<file path="src/sv/brb_pkg.sv">
// Shared types and constants for the byte ring buffer.
package brb_pkg;

   localparam int OP_W         = 3;
   localparam int COUNT_W      = 10;
   localparam int SIZE_W       = 10;
   localparam int ST_W         = 2;
   localparam int DATA_BYTES   = 8;
   localparam int DATA_W       = 8 * DATA_BYTES;
   localparam int LANE_W       = 3;
   localparam int PASS_COUNT_W = 4;

   localparam logic [OP_W-1:0] OP_ENQUEUE    = 3'd0;
   localparam logic [OP_W-1:0] OP_DEQUEUE    = 3'd1;
   localparam logic [OP_W-1:0] OP_PEEK       = 3'd2;
   localparam logic [OP_W-1:0] OP_MOVE_REAR  = 3'd3;
   localparam logic [OP_W-1:0] OP_MOVE_FRONT = 3'd4;
   localparam logic [OP_W-1:0] OP_CLEAR      = 3'd5;
   localparam logic [OP_W-1:0] OP_QUERY      = 3'd6;

   localparam logic [ST_W-1:0] ST_DONE     = 2'd0;
   localparam logic [ST_W-1:0] ST_REJECTED = 2'd1;
   localparam logic [ST_W-1:0] ST_OVERSIZE = 2'd2;

   // One access pass over the byte banks.
   typedef struct packed {
      logic                    clear;
      logic                    wr;
      logic                    rd;
      logic [LANE_W-1:0]       off;
      logic [PASS_COUNT_W-1:0] count;
   } pass_ctl_type;

   // Which byte lane a bank's read data belongs to.
   typedef struct packed {
      logic              en;
      logic [LANE_W-1:0] lane;
   } lane_sel_type;

endpackage

</file>
<file path="src/sv/brb_merge.sv">
// Gathers the bank read data into byte order of the transaction.
module brb_merge #(
   parameter int BANKS = 8
) (
   input  logic                       clock,
   input  logic                       start,
   input  brb_pkg::lane_sel_type      sel [BANKS],
   input  logic [7:0]                 rdata [BANKS],
   output logic [brb_pkg::DATA_W-1:0] read_bytes
);

   logic [7:0] acc_ff [brb_pkg::DATA_BYTES];
   logic [7:0] acc_in [brb_pkg::DATA_BYTES];

   always_comb begin
      for (int i = 0; i < brb_pkg::DATA_BYTES; i++) begin
         acc_in[i] = start ? 8'h00 : acc_ff[i];
      end
      for (int b = 0; b < BANKS; b++) begin
         if (sel[b].en && !start) begin
            acc_in[sel[b].lane] = rdata[b];
         end
      end
   end

   always_ff @(posedge clock) begin
      acc_ff <= acc_in;
   end

   always_comb begin
      for (int i = 0; i < brb_pkg::DATA_BYTES; i++) begin
         read_bytes[8*i +: 8] = acc_ff[i];
      end
   end

endmodule
</file>
<file path="config.mk">
export PLATFORM = sky130hd
export DESIGN_NAME = brb_merge
export DESIGN_NICKNAME = d
export VERILOG_FILES = /design/src/sv/brb_pkg.sv /design/src/sv/brb_merge.sv
export SDC_FILE = /design/constraint.sdc
export NUM_CORES = 1
export LEC_CHECK = 0
export BUFFER_PORTS_ARGS = -buffer_cell sky130_fd_sc_hd__buf_2
export CAP_MARGIN = 20
export CELL_PAD_IN_SITES_DETAIL_PLACEMENT = 1
export CELL_PAD_IN_SITES_GLOBAL_PLACEMENT = 2
export CORE_AREA = 4 4 131 183
export CTS_CLUSTER_DIAMETER = 50
export DETAILED_ROUTE_END_ITERATION = 6
export DIE_AREA = 0 0 135 187
export GPL_TIMING_DRIVEN = 0
export PLACE_DENSITY_LB_ADDON = 0.1
export SETUP_SLACK_MARGIN = 0.15
export SKIP_LAST_GASP = 1
export SYNTH_ARGS = -nofsm -noshare
export SYNTH_HDL_FRONTEND = slang
export SYNTH_SLANG_ARGS = --single-unit
</file>
<file path="constraint.sdc">
create_clock -name clock -period 4.35 [get_ports clock]
set_clock_uncertainty 0.15 [all_clocks]
set_input_delay 0.435 -clock clock [delete_from_list [all_inputs] [get_ports clock]]
set_output_delay 0.435 -clock clock [all_outputs]
set_load 0.005 [all_outputs]
</file>
Word-level counts from Yosys, hierarchy flattened
Index checks and enable logic that the tools add are counted.
{ "word_totals": {"ff_bits": 64, "in_bits": 98} }
{ "classes": {"order_cmp": 16, "muxes": 40, "bitwise": 8, "reduce_logical": 17} }
{ "op_table": {"columns": ["op", "count"], "rows": [
  ["64-bit bitwise mux", 8],
  ["64-bit 2-to-1 mux", 8],
  ["8-bit demux with 3-bit select", 8],
  ["8-bit 2-to-1 mux", 16],
  ["4-bit greater-or-equal comparator (second input constant)", 8],
  ["4-bit by 1-bit less-than comparator with 1-bit output (second input constant)", 8],
  ["3-bit inverter with 4-bit output", 8],
  ["1-bit logical AND", 16],
  ["1-bit logical NOT", 1]
]} }

Logic depth before layout (Yosys ltp)
{ "logic_depth": {"word_depth": 21, "mapped_depth": 8, "depth_no_buf": 5} }

Worst setup path after synthesis
No wires, ideal clock.
{ "synth_path": {"path_type": "input port to flip-flop", "start": "input port sel[28] (netlist bit)", "end": "register acc_ff, in the netlist read_bytes[6]", "setup_time_ns": 0.122, "t_arrival_ns": 2.009, "setup_slack_ns": 2.069, "path_stages": 6, "n_path_buf": 1, "cell_sequence": "buf_2 > nor4b_2 > mux2_2 > o2111ai_1 > a31oi_1 > a221o_1"} }
{ "synth_rtl": {"columns": ["item", "line_no", "text"], "rows": [
  ["from (decl)", "brb_merge.sv:7", "input brb_pkg::lane_sel_type sel [BANKS],"],
  ["to (signal assigned)", "brb_merge.sv:27", "acc_ff <= acc_in;"],
  ["to (decl)", "brb_merge.sv:12", "logic [7:0] acc_ff [brb_pkg::DATA_BYTES];"]
]} }

==> metrics.md <==
| Metric | Value |
|---|---|
| Avg Inst Size Synth | `7.58 um^2` |
| Status | `finished, violations left` |
| Vias | `10,700` |
| Synthesized cell area | `7720 um^2` |
| TritonCTS Buffers | `9` |
| Final hold viol count | `0` |
| Clk pin slew, worst setup/hold paths | `0.06 ns` |
| Int Power | `0.00142 W` |
| CP endpoint kind | `register` |
| Post-synth top area share | `16.6%` |
| Synth top area cells | `dfxtp_1, a221o_1, nor3b_1, a22oi_1, a221oi_1` |
| Worst EP arrival | `3.30 ns` |
| Max-cap violations | `0` |
| Initial Util | `34.5%` |
| Die Span X | `135 um` |
| Maximum vdd ir drop | `0.176 mV` |
| List of most frequent post-synthesis cells | `nor3b_1, a22oi_1, o21ai_0` |
| Routing usage on met1 | `46.9%` |
| Final nets | `1,253` |
| Tightest Pin Transition | `1.21 ns` |
| Most common cell in the synthesized netlist | `nor3b_1` |
| Gpl congestion | `1.04` |
| Clock share of power | `31.5%` |
| Worst setup SP type | `input port` |
| Minimum clock period | `3.24 ns` |
| Die area | `25,200 um^2` |
| Final ANT Viol Nets | `0` |
| Comb pwr share | `36.8%` |
| Largest net degree at the start of global routing | `13` |
| DR iter-0 viols | `1,301` |
| CTS H-Tree Depth | `3` |
| Switching power | `0.000928 W` |
| Yosys warning count | `0` |
| Cell chosen for the clock root | `clkbuf_16` |
| CTS tree | `done` |
| Worst path max stage delay | `0.79 ns` |
| Post-synthesis cell type count | `57` |
| Worst-path cell chain | `buf_2, clkbuf_1, nor4bb_1, clkbuf_1, mux2_2, o2111ai_1, a31oi_1, a221o_1` |
| Async SR Flop Fraction | `0%` |
| Hpwl dp | `42,900 um` |
| Yosys reg bits | `64` |
| Row count | `65` |
| Initial antenna violation count | `2` |
| Setup_tns | `0 ns` |
| FF-to-FF setup slack | `2.02 ns` |
| GRT Overall Usage | `40.1%` |
| Ports | `162` |
| CP Data Required Time | `4.41 ns` |
| Vias per inst | `7.29` |
| Crit path max fanout | `10` |
| RSZ-0062 raised after global routing | `no` |
| CTS Buffer Depth | `2` |
| First-pass DRT Iterations | `7` |
| Net Sw Frac | `39.6%` |
| PortBufs | `125` |
| Fin util | `40.3%` |
| Cells after Synth | `1,018` |
| Failing checks | `design-rule violations` |
| Leakage power | `2.80 nW` |
| Number of global-route vias before repair | `10,300` |
| Diode count | `0` |
| Cell area after layout | `9020 um^2` |
| Crit Path Category | `input port to register` |
| First-pass GRT wire length | `73,500 um` |
| Final period utilization | `74.5%` |
| Remaining DRCs | `2` |
| Setup Viol. Count Final | `0` |
| Max Slew Vio Count | `0` |
| Die Y | `187 um` |
| Slew headroom | `19.3%` |
| Hold Crit Class | `input port to register` |
| Register area share after synthesis | `16.6%` |
| Worst path top cell family by delay | `buffers and inverters` |
| Top cell by count, worst path | `clkbuf_1` |
| Fillcell total | `2,825` |
| Worst path bufs/invs | `3` |
| P per Cell Area | `260 nW/um^2` |
| Total wire length | `53,000 um` |
| Max Fclk | `309 MHz` |
| Post-CTS Hold Fix Bufs | `0` |
| WL per Instance | `36.3 um` |
| Met2 Track Usage GR | `65.4%` |
| Clk Latency, worst-skew pair | `0.33 ns` |
| Mapped Nets | `1,116` |
| Clock sinks | `64` |
| Routing usage on met3 | `7.08%` |
| Total core area | `22,400 um^2` |
| Share of cells above drive strength 1 | `17.5%` |
| GR Overflow Total | `0` |
| Slowest CP cell | `nor4bb_1` |
| Synth Flop Type | `dfxtp_1` |
| Number of synthesized flops with an enable pin | `0` |
| PostCTS Resize Cnt | `0` |
| GRT Max-Usage Layer | `met2` |
| Largest area contributor in the netlist | `dfxtp_1` |
| Sequential share of power | `31.8%` |
| Dpl cell area | `8720 um^2` |
| Area growth from synthesis to layout | `16.9%` |
| Max reg flops | `64` |
| Post-CTS Setup Bufs | `0` |
==> per-layer routing <==
layer	part of all wire (%)	up-vias
li1	-	4527
met1	37	5157
met2	46	722
met3	8.0	240
met4	8.9	4
met5	0.051	-
==> metrics by stage <==
stage	std cells	hold WS (ns)	total power (W)	worst slack, ns
finish	1461	0.429	0.00234	1.11
global route	1461	0.448	0.00239	1.14
CTS	1461	0.414	0.00230	1.24
detailed placement	1445	0.658	0.00158	0.891
global placement	1444	0.687	0.00158	0.827
floorplan	1018	0.482	0.00116	2.07
==> tightest hold or removal path, stage by stage <==
cell and delay, ns:
buf_2 0.18, o21ai_0 0.20, o21ai_1 0.06
==> power by group through the flow <==
stage          registers, W  logic (W)  clock network [W]
5_1_grt            0.000747   0.000894           0.000751
4_1_cts            0.000740   0.000829           0.000734
3_5_place_dp       0.000752   0.000826                  0
2_1_floorplan      0.000722   0.000434                  0
6_report           0.000745   0.000861           0.000738
3_3_place_gp       0.000753   0.000823                  0
==> placed cells by master, fill, tap and decap left out, types with 5 or more instances in the layout <==
master     count
clkbuf_16      9
o21ai_0       72
a31oi_1       47
nor2b_1       18
nand3_1       51
a211oi_2      10
a211oi_1      23
and4b_1        9
o211ai_1      42
buf_2        147
o22ai_1       58
or4bb_1        7
and3b_1        7
nor3b_1       76
mux2_2         6
o21ai_1        8
clkbuf_1      64
nand3b_1      30
o2111ai_1      6
nor3_1        26
buf_1         39
a221oi_1      48
or3b_1         5
nand2b_1      12
a222oi_1       7
a22oi_1       74
a221o_1       63
nor2_1        34
nand2_1       24
dfxtp_1       64
nand4b_1       8
or3_1         13
==> cell families after synthesis <==
kind of cell | after synthesis | share of synthesized area, %
flip-flops | 64 | 16.6
buffers and inverters | 126 | 6.58
multiplexers | 8 | 1.13
AND/OR/NAND/NOR | 348 | 29.7
AO/OA/AOI/OAI | 472 | 46.0
==> final cells by class <==
class | instances | area, um^2 | share of cell area [%]
Clock buffer | 9 | 225 | 2.50
Tap cell | 301 | 377 | 4.17
Multi-Input combinational cell | 828 | 5930 | 65.7
Timing Repair Buffer | 126 | 629 | 6.98
Clock inverter | 7 | 72.6 | 0.804
Sequential cell | 64 | 1280 | 14.2
Buffer | 126 | 508 | 5.63
==> worst paths after layout <==
path / from / endpoint / cells past startpoint
max: sel[31] / read_bytes[14] / 8
min: rdata[20] / read_bytes[60] / 3
max reg2reg: read_bytes[46] / read_bytes[46] / 5
min reg2reg: read_bytes[47] / read_bytes[47] / 4
No activity file was read; power rests on OpenSTA's default activity.
